<file path="src/rtl/par_pkg.sv">
package par_pkg;

  localparam int unsigned TimeW   = 32;
  localparam int unsigned AdcW    = 12;
  localparam int unsigned FsW     = 16;
  localparam int unsigned MvW     = 16;
  localparam int unsigned PctW    = 7;
  localparam int unsigned FwW     = 8;
  localparam int unsigned ProdW   = AdcW + FsW;
  localparam int unsigned CfgIdxW = 3;
  localparam int unsigned CfgW    = 32;

  // ADC code of full scale
  localparam logic [AdcW-1:0] AdcFull = 12'd4095;

  // configuration register indexes
  localparam logic [CfgIdxW-1:0] RegHbIv    = 3'd0;
  localparam logic [CfgIdxW-1:0] RegRsIv    = 3'd1;
  localparam logic [CfgIdxW-1:0] RegLowPct  = 3'd2;
  localparam logic [CfgIdxW-1:0] RegFs      = 3'd3;
  localparam logic [CfgIdxW-1:0] RegFw      = 3'd4;
  localparam logic [CfgIdxW-1:0] RegBuzzer  = 3'd5;

  localparam logic [TimeW-1:0] HbIvReset   = 32'd86400000;
  localparam logic [TimeW-1:0] RsIvReset   = 32'd300000;
  localparam logic [PctW-1:0]  LowPctReset = 7'd20;
  localparam logic [FsW-1:0]   FsReset     = 16'd5190;
  localparam logic [FwW-1:0]   FwReset     = 8'd0;

  // battery curve knees
  localparam logic [MvW-1:0] MvFull = 16'd3400;
  localparam logic [MvW-1:0] Mv80   = 16'd3200;
  localparam logic [MvW-1:0] Mv50   = 16'd3000;
  localparam logic [MvW-1:0] Mv20   = 16'd2800;
  localparam logic [MvW-1:0] MvZero = 16'd2400;

  typedef enum logic [2:0] {
    EV_LIFTED    = 3'd1,
    EV_RETURNED  = 3'd2,
    EV_HEARTBEAT = 3'd3,
    EV_LOWBAT    = 3'd4
  } event_e;

  // one queued poll: up to two reports
  typedef struct packed {
    event_e          ev0;
    event_e          ev1;
    logic            two;
    logic            test_flag;
    logic            alert;
    logic            beep0;
    logic [PctW-1:0] pct;
  } par_entry_t;

  // piecewise curve; divisions by 10 and 20 as multiply by 205 and shift
  function automatic logic [PctW-1:0] pct_from_mv(logic [MvW-1:0] mv);
    logic [MvW-1:0]  d;
    logic [19:0]     p;
    logic [PctW-1:0] pct;
    d   = '0;
    p   = '0;
    pct = '0;
    priority if (mv >= MvFull) begin
      pct = 7'd100;
    end else if (mv >= Mv80) begin
      d   = mv - Mv80;
      p   = 20'(d[7:0]) * 20'd205;
      pct = 7'd80 + 7'(p >> 11);
    end else if (mv >= Mv50) begin
      d   = mv - Mv50;
      p   = 20'(d[7:0]) * 20'd615;
      pct = 7'd50 + 7'(p >> 12);
    end else if (mv >= Mv20) begin
      d   = mv - Mv20;
      p   = 20'(d[7:0]) * 20'd615;
      pct = 7'd20 + 7'(p >> 12);
    end else if (mv >= MvZero) begin
      d   = mv - MvZero;
      p   = 20'(d[8:0]) * 20'd205;
      pct = 7'(p >> 12);
    end else begin
      pct = '0;
    end
    return pct;
  endfunction

endpackage

</file>
<file path="src/rtl/par_meter.sv">
// Battery percentage: multiply, divide by 4095, curve. Three stages.
module par_meter import par_pkg::*; (
  input  logic            clk_i,
  input  logic            en_i,
  input  logic [AdcW-1:0] adc_i,
  input  logic [FsW-1:0]  fs_i,
  output logic [PctW-1:0] pct_o
);

  logic [ProdW-1:0] prod_q;
  logic [MvW-1:0]   mv_q, mv_d;
  logic [PctW-1:0]  pct_q;

  logic [ProdW:0]   t;
  logic [MvW-1:0]   q;
  logic [ProdW-1:0] qm, r;

  // x/4095 ~ (x + x>>12 + x>>24) >> 12, short by at most one
  always_comb begin
    t    = (ProdW+1)'(prod_q) + (ProdW+1)'(prod_q >> 12) + (ProdW+1)'(prod_q >> 24);
    q    = MvW'(t >> 12);
    qm   = (ProdW'(q) << 12) - ProdW'(q);
    r    = prod_q - qm;
    mv_d = q + MvW'(r >= ProdW'(AdcFull));
  end

  always_ff @(posedge clk_i) begin
    if (en_i) begin
      prod_q <= ProdW'(adc_i) * ProdW'(fs_i);
      mv_q   <= mv_d;
      pct_q  <= pct_from_mv(mv_q);
    end
  end

  assign pct_o = pct_q;

endmodule

</file>
<file path="src/rtl/par_front.sv">
// Poll intake, battery pipeline and report decision.
module par_front import par_pkg::*; (
  input  logic             clk_i,
  input  logic             rst_ni,
  input  logic             valid_i,
  output logic             ready_o,
  input  logic [TimeW-1:0] now_i,
  input  logic             present_i,
  input  logic             test_i,
  input  logic [AdcW-1:0]  adc_i,
  input  logic [TimeW-1:0] hb_iv_i,
  input  logic [TimeW-1:0] rs_iv_i,
  input  logic [PctW-1:0]  low_pct_i,
  input  logic [FsW-1:0]   fs_i,
  input  logic             buzzer_i,
  input  logic             full_i,
  output logic             push_o,
  output par_entry_t       entry_o
);

  logic [2:0]       v_q;
  logic [TimeW-1:0] now_q [3];
  logic [2:0]       pres_q, test_q;

  logic             started_q, alert_q, pend_q;
  logic [TimeW-1:0] hb_stamp_q, rs_stamp_q;

  logic             adv;
  logic [PctW-1:0]  pct;

  logic [TimeW-1:0] hb_iv, rs_iv, el_hb, el_rs;
  logic             hb_due, rs_due, trans_l, trans_r, a_has, has_rep, pend, beep;
  event_e           hb_ev, a_ev;

  par_meter u_meter (
    .clk_i (clk_i),
    .en_i  (adv),
    .adc_i (adc_i),
    .fs_i  (fs_i),
    .pct_o (pct)
  );

  always_comb begin
    hb_iv = (hb_iv_i == '0) ? TimeW'(1) : hb_iv_i;
    rs_iv = (rs_iv_i == '0) ? TimeW'(1) : rs_iv_i;
    el_hb = now_q[2] - hb_stamp_q;
    el_rs = now_q[2] - rs_stamp_q;
    // power-up always sends a plain heartbeat
    hb_ev = (started_q && pct <= low_pct_i) ? EV_LOWBAT : EV_HEARTBEAT;
    if (!started_q) begin
      // power-up poll
      trans_l = !pres_q[2];
      trans_r = 1'b0;
      rs_due  = 1'b0;
      hb_due  = 1'b1;
      pend    = pend_q;
      beep    = 1'b0;
    end else begin
      trans_l = !alert_q && !pres_q[2];
      trans_r = alert_q && pres_q[2];
      rs_due  = alert_q && !pres_q[2] && (el_rs >= rs_iv);
      hb_due  = el_hb >= hb_iv;
      pend    = pend_q || test_q[2];
      beep    = trans_l && buzzer_i;
    end
    a_has   = trans_l || trans_r || rs_due;
    a_ev    = trans_r ? EV_RETURNED : EV_LIFTED;
    has_rep = a_has || hb_due;

    entry_o.ev0       = a_has ? a_ev : hb_ev;
    entry_o.ev1       = hb_ev;
    entry_o.two       = a_has && hb_due;
    entry_o.test_flag = pend;
    entry_o.alert     = !pres_q[2];
    entry_o.beep0     = a_has && beep;
    entry_o.pct       = pct;
  end

  // whole pipe holds while a poll with reports faces a full queue
  assign adv     = !(v_q[2] && has_rep && full_i);
  assign ready_o = adv;
  assign push_o  = v_q[2] && adv && has_rep;

  always_ff @(posedge clk_i or negedge rst_ni) begin
    if (!rst_ni) begin
      v_q        <= '0;
      started_q  <= 1'b0;
      alert_q    <= 1'b0;
      pend_q     <= 1'b0;
      hb_stamp_q <= '0;
      rs_stamp_q <= '0;
    end else if (adv) begin
      v_q <= {v_q[1:0], valid_i};
      if (v_q[2]) begin
        started_q <= 1'b1;
        alert_q   <= !pres_q[2];
        pend_q    <= has_rep ? 1'b0 : pend;
        if (trans_l || rs_due) begin
          rs_stamp_q <= now_q[2];
        end
        if (hb_due) begin
          hb_stamp_q <= now_q[2];
        end
      end
    end
  end

  always_ff @(posedge clk_i) begin
    if (adv) begin
      now_q[0] <= now_i;
      now_q[1] <= now_q[0];
      now_q[2] <= now_q[1];
      pres_q   <= {pres_q[1:0], present_i};
      test_q   <= {test_q[1:0], test_i};
    end
  end

endmodule

</file>
<file path="src/rtl/par_queue.sv">
// Small FIFO of decided polls.
module par_queue import par_pkg::*; #(
  parameter int unsigned DEPTH = 4
) (
  input  logic       clk_i,
  input  logic       rst_ni,
  input  logic       push_i,
  input  par_entry_t data_i,
  input  logic       pop_i,
  output par_entry_t data_o,
  output logic       full_o,
  output logic       empty_o
);

  localparam int unsigned AW   = (DEPTH > 1) ? $clog2(DEPTH) : 1;
  localparam int unsigned CntW = $clog2(DEPTH + 1);

  par_entry_t      mem_q [DEPTH];
  logic [AW-1:0]   wptr_q, rptr_q;
  logic [CntW-1:0] cnt_q;

  assign data_o  = mem_q[rptr_q];
  assign full_o  = (cnt_q == CntW'(DEPTH));
  assign empty_o = (cnt_q == '0);

  always_ff @(posedge clk_i or negedge rst_ni) begin
    if (!rst_ni) begin
      wptr_q <= '0;
      rptr_q <= '0;
      cnt_q  <= '0;
    end else begin
      if (push_i) begin
        wptr_q <= (wptr_q == AW'(DEPTH - 1)) ? '0 : wptr_q + AW'(1);
      end
      if (pop_i) begin
        rptr_q <= (rptr_q == AW'(DEPTH - 1)) ? '0 : rptr_q + AW'(1);
      end
      cnt_q <= cnt_q + CntW'(push_i) - CntW'(pop_i);
    end
  end

  always_ff @(posedge clk_i) begin
    if (push_i) begin
      mem_q[wptr_q] <= data_i;
    end
  end

endmodule

</file>
<file path="src/rtl/par_back.sv">
// Report sequencer: one or two beats per queued poll, registered output.
module par_back import par_pkg::*; (
  input  logic            clk_i,
  input  logic            rst_ni,
  input  par_entry_t      entry_i,
  input  logic            empty_i,
  output logic            pop_o,
  input  logic [FwW-1:0]  fw_i,
  output logic            valid_o,
  input  logic            ready_i,
  output event_e          ev_o,
  output logic [PctW-1:0] pct_o,
  output logic [FwW-1:0]  fw_o,
  output logic            test_flag_o,
  output logic            alert_o,
  output logic            beep_o,
  output logic            last_o
);

  logic            valid_q, phase_q, load;
  event_e          ev_q;
  logic [PctW-1:0] pct_q;
  logic [FwW-1:0]  fw_q;
  logic            tf_q, alert_q, beep_q, last_q;

  assign load  = !valid_q || ready_i;
  assign pop_o = load && !empty_i && (phase_q || !entry_i.two);

  always_ff @(posedge clk_i or negedge rst_ni) begin
    if (!rst_ni) begin
      valid_q <= 1'b0;
      phase_q <= 1'b0;
    end else if (load) begin
      valid_q <= !empty_i;
      if (!empty_i) begin
        phase_q <= !phase_q && entry_i.two;
      end
    end
  end

  always_ff @(posedge clk_i) begin
    if (load && !empty_i) begin
      ev_q    <= phase_q ? entry_i.ev1 : entry_i.ev0;
      tf_q    <= !phase_q && entry_i.test_flag;
      beep_q  <= !phase_q && entry_i.beep0;
      last_q  <= phase_q || !entry_i.two;
      pct_q   <= entry_i.pct;
      alert_q <= entry_i.alert;
      fw_q    <= fw_i;
    end
  end

  assign valid_o     = valid_q;
  assign ev_o        = ev_q;
  assign pct_o       = pct_q;
  assign fw_o        = fw_q;
  assign test_flag_o = tf_q;
  assign alert_o     = alert_q;
  assign beep_o      = beep_q;
  assign last_o      = last_q;

endmodule

</file>
<file path="src/rtl/presence_alert_reporter.sv">
// Presence alert reporter. Each input beat is one poll (time, presence switch,
// test button, averaged battery reading); each output beat is one report, and a
// poll yields zero, one or two reports, the final one marked by tlast. A new
// poll is taken every cycle while the report queue has room; polls pass a
// three-register front (battery multiply, divide by 4095, percentage curve)
// whose last stage makes the state decision, and wait in a QUEUE_DEPTH-entry
// queue. The output side sends one report per cycle while the receiver is ready;
// the output sequencer sends a poll's two reports one after the other. The
// first report is offered once the poll has passed the front, the queue and the
// output register. Configuration is written through the plain cfg port and
// must be changed only while no poll is in flight.
module presence_alert_reporter import par_pkg::*; #(
  parameter int unsigned QUEUE_DEPTH = 4
) (
  input  logic               clk_i,
  input  logic               rst_ni,
  // poll stream
  input  logic               s_axis_tvalid,
  output logic               s_axis_tready,
  input  logic [47:0]        s_axis_tdata,   // now_ms, sign_present, test_pressed, battery_adc
  // report stream
  output logic               m_axis_tvalid,
  input  logic               m_axis_tready,
  output logic [23:0]        m_axis_tdata,   // battery_pct, fw_byte, test_flag, alert_active, beep
  output logic [2:0]         m_axis_tuser,   // event_code
  output logic               m_axis_tlast,
  // register writes
  input  logic               cfg_we_i,
  input  logic [CfgIdxW-1:0] cfg_idx_i,
  input  logic [CfgW-1:0]    cfg_wdata_i
);

  // configuration registers
  logic [TimeW-1:0] hb_iv_q, rs_iv_q;
  logic [PctW-1:0]  low_pct_q;
  logic [FsW-1:0]   fs_q;
  logic [FwW-1:0]   fw_q;
  logic             buzzer_q;

  always_ff @(posedge clk_i or negedge rst_ni) begin
    if (!rst_ni) begin
      hb_iv_q   <= HbIvReset;
      rs_iv_q   <= RsIvReset;
      low_pct_q <= LowPctReset;
      fs_q      <= FsReset;
      fw_q      <= FwReset;
      buzzer_q  <= 1'b0;
    end else if (cfg_we_i) begin
      unique case (cfg_idx_i)
        RegHbIv:   hb_iv_q   <= cfg_wdata_i;
        RegRsIv:   rs_iv_q   <= cfg_wdata_i;
        RegLowPct: low_pct_q <= cfg_wdata_i[PctW-1:0];
        RegFs:     fs_q      <= cfg_wdata_i[FsW-1:0];
        RegFw:     fw_q      <= cfg_wdata_i[FwW-1:0];
        RegBuzzer: buzzer_q  <= cfg_wdata_i[0];
        default: ;
      endcase
    end
  end

  // front -> queue -> back
  par_entry_t push_entry, head_entry;
  logic       push, pop, q_full, q_empty;

  event_e          ev;
  logic [PctW-1:0] pct;
  logic [FwW-1:0]  fw_byte;
  logic            test_flag, alert_active, beep;

  par_front u_front (
    .clk_i     (clk_i),
    .rst_ni    (rst_ni),
    .valid_i   (s_axis_tvalid),
    .ready_o   (s_axis_tready),
    .now_i     (s_axis_tdata[31:0]),
    .present_i (s_axis_tdata[32]),
    .test_i    (s_axis_tdata[33]),
    .adc_i     (s_axis_tdata[45:34]),
    .hb_iv_i   (hb_iv_q),
    .rs_iv_i   (rs_iv_q),
    .low_pct_i (low_pct_q),
    .fs_i      (fs_q),
    .buzzer_i  (buzzer_q),
    .full_i    (q_full),
    .push_o    (push),
    .entry_o   (push_entry)
  );

  par_queue #(
    .DEPTH (QUEUE_DEPTH)
  ) u_queue (
    .clk_i   (clk_i),
    .rst_ni  (rst_ni),
    .push_i  (push),
    .data_i  (push_entry),
    .pop_i   (pop),
    .data_o  (head_entry),
    .full_o  (q_full),
    .empty_o (q_empty)
  );

  par_back u_back (
    .clk_i       (clk_i),
    .rst_ni      (rst_ni),
    .entry_i     (head_entry),
    .empty_i     (q_empty),
    .pop_o       (pop),
    .fw_i        (fw_q),
    .valid_o     (m_axis_tvalid),
    .ready_i     (m_axis_tready),
    .ev_o        (ev),
    .pct_o       (pct),
    .fw_o        (fw_byte),
    .test_flag_o (test_flag),
    .alert_o     (alert_active),
    .beep_o      (beep),
    .last_o      (m_axis_tlast)
  );

  // tdata bits 47:46 of the poll beat are padding and ignored
  assign m_axis_tdata = {6'b0, beep, alert_active, test_flag, fw_byte, pct};
  assign m_axis_tuser = ev;

endmodule

</file>
<file path="config.mk">
export PLATFORM = sky130hd
export DESIGN_NAME = presence_alert_reporter
export DESIGN_NICKNAME = d
export VERILOG_FILES = /design/src/rtl/par_pkg.sv /design/src/rtl/par_meter.sv /design/src/rtl/par_front.sv /design/src/rtl/par_queue.sv /design/src/rtl/par_back.sv /design/src/rtl/presence_alert_reporter.sv
export SDC_FILE = /design/constraint.sdc
export NUM_CORES = 1
export LEC_CHECK = 0
export BUFFER_PORTS_ARGS = -buffer_cell sky130_fd_sc_hd__buf_2
export CORE_AREA = 2 2 254 256
export DETAILED_ROUTE_END_ITERATION = 8
export DIE_AREA = 0 0 256 258
export PLACE_DENSITY = 0.78
export RECOVER_POWER = 25
export SLEW_MARGIN = 20
export SYNTH_ARGS = -nofsm -noshare
export SYNTH_HDL_FRONTEND = slang
export SYNTH_SLANG_ARGS = --single-unit
</file>
<file path="constraint.sdc">
create_clock -name clk_i -period 10.5 [get_ports clk_i]
set_input_delay 2.1 -clock clk_i [delete_from_list [all_inputs] [get_ports clk_i]]
set_output_delay 2.1 -clock clk_i [all_outputs]
set_load 0.02 [all_outputs]
</file>
# Word-level counts from Yosys, hierarchy flattened
# Memory sizes are Yosys's and may differ from the RTL's.
# Index checks and enable logic that the tools add are counted.
# totals
register_bits	254
mem_bits_rw	164
input_bits	88
output_inout_bits	30
wordCells	140
memories	2
# op_classes
addsub	18
n_mul	5
n_lt_le_gt_ge	9
n_eq_ne	8
muxes	22
bitwise	2
reduce_logical	45
# mem_list
memory	depth	width	read_ports	rd_clocked_by_memory_dff	write_ports	line_no	text
u_front.now_q	3	32	3	0	3	par_front.sv:22	logic [TimeW-1:0] now_q [3];
u_queue.mem_q	4	17	1	0	1	par_queue.sv:18	par_entry_t mem_q [DEPTH];
# ops
cell	count
16-bit by 12-bit greater-or-equal comparator with 1-bit output (second input constant)	5
32-bit greater-or-equal comparator	2
32-bit zero test	2
32-bit two-way mux	2
32-bit subtractor	2
8-bit by 10-bit multiplier with 18-bit output (second input constant)	2
28-bit by 16-bit adder with 28-bit output	1
28-bit by 4-bit adder with 28-bit output	1
28-bit by 12-bit greater-or-equal comparator with 1-bit output (second input constant)	1
12-bit by 16-bit multiplier with 28-bit output	1
28-bit by 16-bit subtractor with 28-bit output	1
28-bit subtractor	1
8-bit subtractor (second input constant)	3
7-bit two-way mux	3
1-bit logical AND	17
9-bit by 8-bit multiplier with 17-bit output (second input constant)	1
16-bit by 1-bit adder with 16-bit output	1
8-bit by 8-bit multiplier with 16-bit output (second input constant)	1
2-bit AND reduction	8
1-bit two-way mux	10
3-bit == test (second input constant)	3
3-bit two-way mux	3
9-bit subtractor (second input constant)	1
5-bit by 6-bit adder with 7-bit output (first input constant)	1
other kinds (16)	36

# Depth between registers and ports, before layout
# depth
depth_word	14
ltp_mapped	33
depth_no_buf	32

# Hierarchy
# From an unflattened synthesis, not the netlist that was laid out.
# unflattened
cells_unflattened	3111
area_unflattened_um2	34022.6
# by_module_without_submodules
mod	instances	cells_per_inst	area_each_um2	seq_area_each_um2
par_meter	1	1706	15546.2	1531.5
par_front	1	1025	10991.8	4814.6
presence_alert_reporter	1	218	3759.9	2432.3
par_queue	1	125	2907.8	2217.1
par_back	1	37	817.0	710.7

# Least setup slack after synthesis
# Ideal clock, no wire load.
# synth_path
kind	register -> output
start	memory u_front.now_q[2][0] (netlist: u_front.now_q[0][64])
end	output port s_axis_tready
arrival_ps	7339
required_ps	8400
path_slack_ps	1061
stages_incl_launch_ff	25
n_path_buf	0
cell_sequence	edfxtp_1 -> inv_1 -> ha_1 -> inv_1 -> fa_1 -> a21oi_1 -> o22ai_1 -> o221a_2 -> a221oi_1 -> o21ai_1 -> a41o_1 -> o221a_2 -> o21a_1 -> nor2_1 -> xnor2_1 -> ha_1 -> nor2b_1 -> o21ai_0 -> nand4b_1 -> nand2_1 -> o31ai_1 -> a21oi_2 -> nand3_1 -> and3_1 -> inv_1
# synth_lines
item	line_no	text
start: declaration	par_front.sv:22	
end: declaration	presence_alert_reporter.sv:19	output logic s_axis_tready,

==> run_results.csv <==
group,metric,value,unit
yosys,synthFlopType,"edfxtp_1",
global_route,grt_max_degree,75,
setup_path,start_kind,"flip-flop",
timing,min_period,8.620,ns
timing,slew_violations,50,
clock_network,cts_hold_buffers,0,
detailed_routing,dr_total_vias,23090,
detailed_routing,drtAntennaViolNets,0,
placed_design,portBuffers,109,
floorplan,io_pins,118,
layout,num-fill-cells,5242,
timing,fin_crit_sh,82.09,%
yosys,synth_warnings,0,
layout,nets,4036,
placed_design,hpwlAfterDp,56.17,mm
setup_path,crit_slowest_cell,"a221oi_1",
clock_network,cts-resized-gates,0,
setup_path,end_kind,"output port",
yosys,ys_ff_latch,414,
global_route,grt_pass1_wl,118.3,mm
timing,relSlewSlack,-91.13,%
setup_path,cp-startpoint,"u_front.now_q[0][64]$_DFFE_PN_",
yosys,synth.distinct_cells,97,
global_route,antenna_found_initial,0,
clock_network,clock-sinks,414,
setup_path,critPathMaxFanout,21,
floorplan,fp.dieH,258,um
floorplan,die_x,256,um
setup_path,worst_ep_arrival_time,6.52,ns
detailed_routing,first_pass_iters,7,
timing,tightest_slew,2.867,ns
yosys,syn_area_per_cell,10.45,um^2
layout,final_cell_mix,"472 x inv_1, 461 x ha_1, 349 x nand2_1",
setup_path,r2r_cells,28,
min_path,min_from,"u_front.now_q[0][60]$_DFFE_PN_",
min_path,min_path_type,"flip-flop to flip-flop",
placed_design,routabilityCongestion,0.9013,
layout,final_common_cell,"inv_1",
setup_path,crit_type,"flip-flop to output port",
setup_path,reg2reg_slack,2.90,ns
floorplan,core,63650,um^2
setup_path,critical_path.n_buffers_inverters,4,
min_path,min_to,"u_front.now_q[0][92]$_DFFE_PN_",
clock_network,clk_pin_slew,0.06,ns
timing,finalSetupTns,0,ns
setup_path,r2r-end,"u_front.u_meter.mv_q[6]$_DFFE_PN_",
floorplan,start_util,52.28,%
timing,setup_viol,0,
clock_network,clockBufferDepth,3,
setup_path,path_delay_family,"compound AO/OA/AOI/OAI gates",
flow_run,cap_violations,1,
detailed_routing,wl_per_cell,17.27,um
clock_network,tritoncts,"built",
timing,timing.fmax,116.0,MHz
global_route,grt-ovfl-total,0,
global_route,grt.total_usage,21.97,%
floorplan,rows,93,
yosys,netlist_instances,3186,
timing,clock_skew,0.03301,ns
setup_path,slowest_delay,0.56,ns
detailed_routing,drtIter0Drc,1522,
clock_network,post_cts_buffers,0,
layout,area_delta_synth_final,8.854,%
global_route,grt_pass1_vias,23740,
detailed_routing,drc,0,
floorplan,dieArea,66050,um^2
yosys,synth_area,33280,um^2
layout,antennaDiodeCount,0,
clock_network,cts_buffers,45,
setup_path,rr_startpoint,"u_front.u_meter.prod_q[15]$_DFFE_PN_",
clock_network,htreeDepth,2,
timing,rsz0062_at_grt,"no",
detailed_routing,vias_per_cell,5.534,
setup_path,cp.required,8.40,ns
detailed_routing,wirelength,72.04,mm
yosys,async_flop_share,42.27,%
run_status,outcome,"complete, but fails checks",
min_path,hold_depth,0,
yosys,synth-seq-area-share,34.82,%
run_status,violations,"max-capacitance violations, max-slew violations",
yosys,synth_edf_count,239,
clock_network,clk_latency,0.59,ns
layout,layout-drive-gt1-share,9.587,%
clock_network,root_buffer,"clkbuf_16",
timing,final_hold_viol_count,0,
-- worst register-to-register path, delay by kind of cell (launching register included) --
family / cells / cell delay [ns]
buf+inv: 2 / 0.13
compound gates: 10 / 2.65
xor+xnor: 3 / 0.79
fa+ha+maj: 6 / 2.18
simple gates: 7 / 1.15
flops: 1 / 0.45
-- sequential cells by signal, summed over array words and instances, names as in the netlist, 7 cells and up --
| name | flops |
|---|---|
| u_front.now_q | 96 |
| u_queue.mem_q | 64 |
| hb_iv_q | 32 |
| rs_iv_q | 32 |
| u_front.hb_stamp_q | 32 |
| u_front.rs_stamp_q | 32 |
| u_front.u_meter.prod_q | 28 |
| fs_q | 16 |
| u_front.u_meter.mv_q | 16 |
| fw_q | 8 |
| u_back.fw_o | 8 |
| low_pct_q | 7 |
| u_back.pct_o | 7 |
| u_front.u_meter.pct_o | 7 |
-- area by class of cell --
type | instances | area (um^2) | area share [%]
inverter | 475 | 1788 | 4.936
clock inverter | 19 | 231.5 | 0.6390
multi-input combinational | 2224 | 19640 | 54.22
sequential | 414 | 11590 | 31.98
clock buffer | 63 | 1265 | 3.492
tap | 855 | 1070 | 2.953
timing repair buffer | 122 | 641.9 | 1.772
-- kinds of logic after synthesis --
logic type	after synthesis	synth area share, %
compound gates	561	11.08
simple gates	766	11.16
other cells	1	0.01127
buf+inv	553	6.343
xor+xnor	165	4.384
flops	414	34.82
mux	60	2.549
fa+ha+maj	666	29.67
-- worst max path at each step --
stage / end / slack [ns] / cells after the start
floorplan: s_axis_tready / 1.06 / 24
global placement: u_front.u_meter.prod_q[27]$_DFFE_PN_ / 2.60 / 20
detailed placement: u_front.u_meter.prod_q[27]$_DFFE_PN_ / 2.56 / 20
CTS: s_axis_tready / 1.91 / 25
global route: s_axis_tready / 1.48 / 25
finish: s_axis_tready / 1.88 / 25
-- stage by stage --
stage	hold WS, ns	setup slack, ns	instance area, um^2	utilization, %	cells
finish	0.4118	1.881	36220	56.91	4172
global placement	0.4023	2.598	34740	54.57	4090
global route	0.4191	1.482	36220	56.91	4172
CTS	0.4136	1.907	36230	56.92	4172
detailed placement	0.4045	2.556	34740	54.57	4090
floorplan	0.4003	1.061	33300	-	3191
-- routing by layer --
metal	part of all wire [%]	track usage, %	up-vias
met4	3.5	8.057	0
met2	47	36.73	611
met5	0	0	-
li1	-	-	11080
met3	5.4	3.691	156
met1	44	28.91	11240
-- synth_stat cells (32+ instances only) --
library cell	n	area, um^2
nand2_1	349	1310
fa_1	205	4104
nand2b_1	32	200.2
a21oi_1	106	530.5
clkbuf_1	65	244.0
nand3_1	37	185.2
o21ai_0	187	935.9
ha_1	461	5768
and2_1	82	513.0
edfxtp_1	239	7177
nor3_1	32	160.2
a21o_1	82	615.6
xor2_1	40	350.3
xnor2_1	124	1086
dfrtp_1	151	3779
mux2_2	38	427.9
nor2_1	92	345.3
inv_1	474	1779
Power is left out: the tool's default activity adds up to more than one toggle a clock period on the data nets, which glitch-free logic cannot reach.
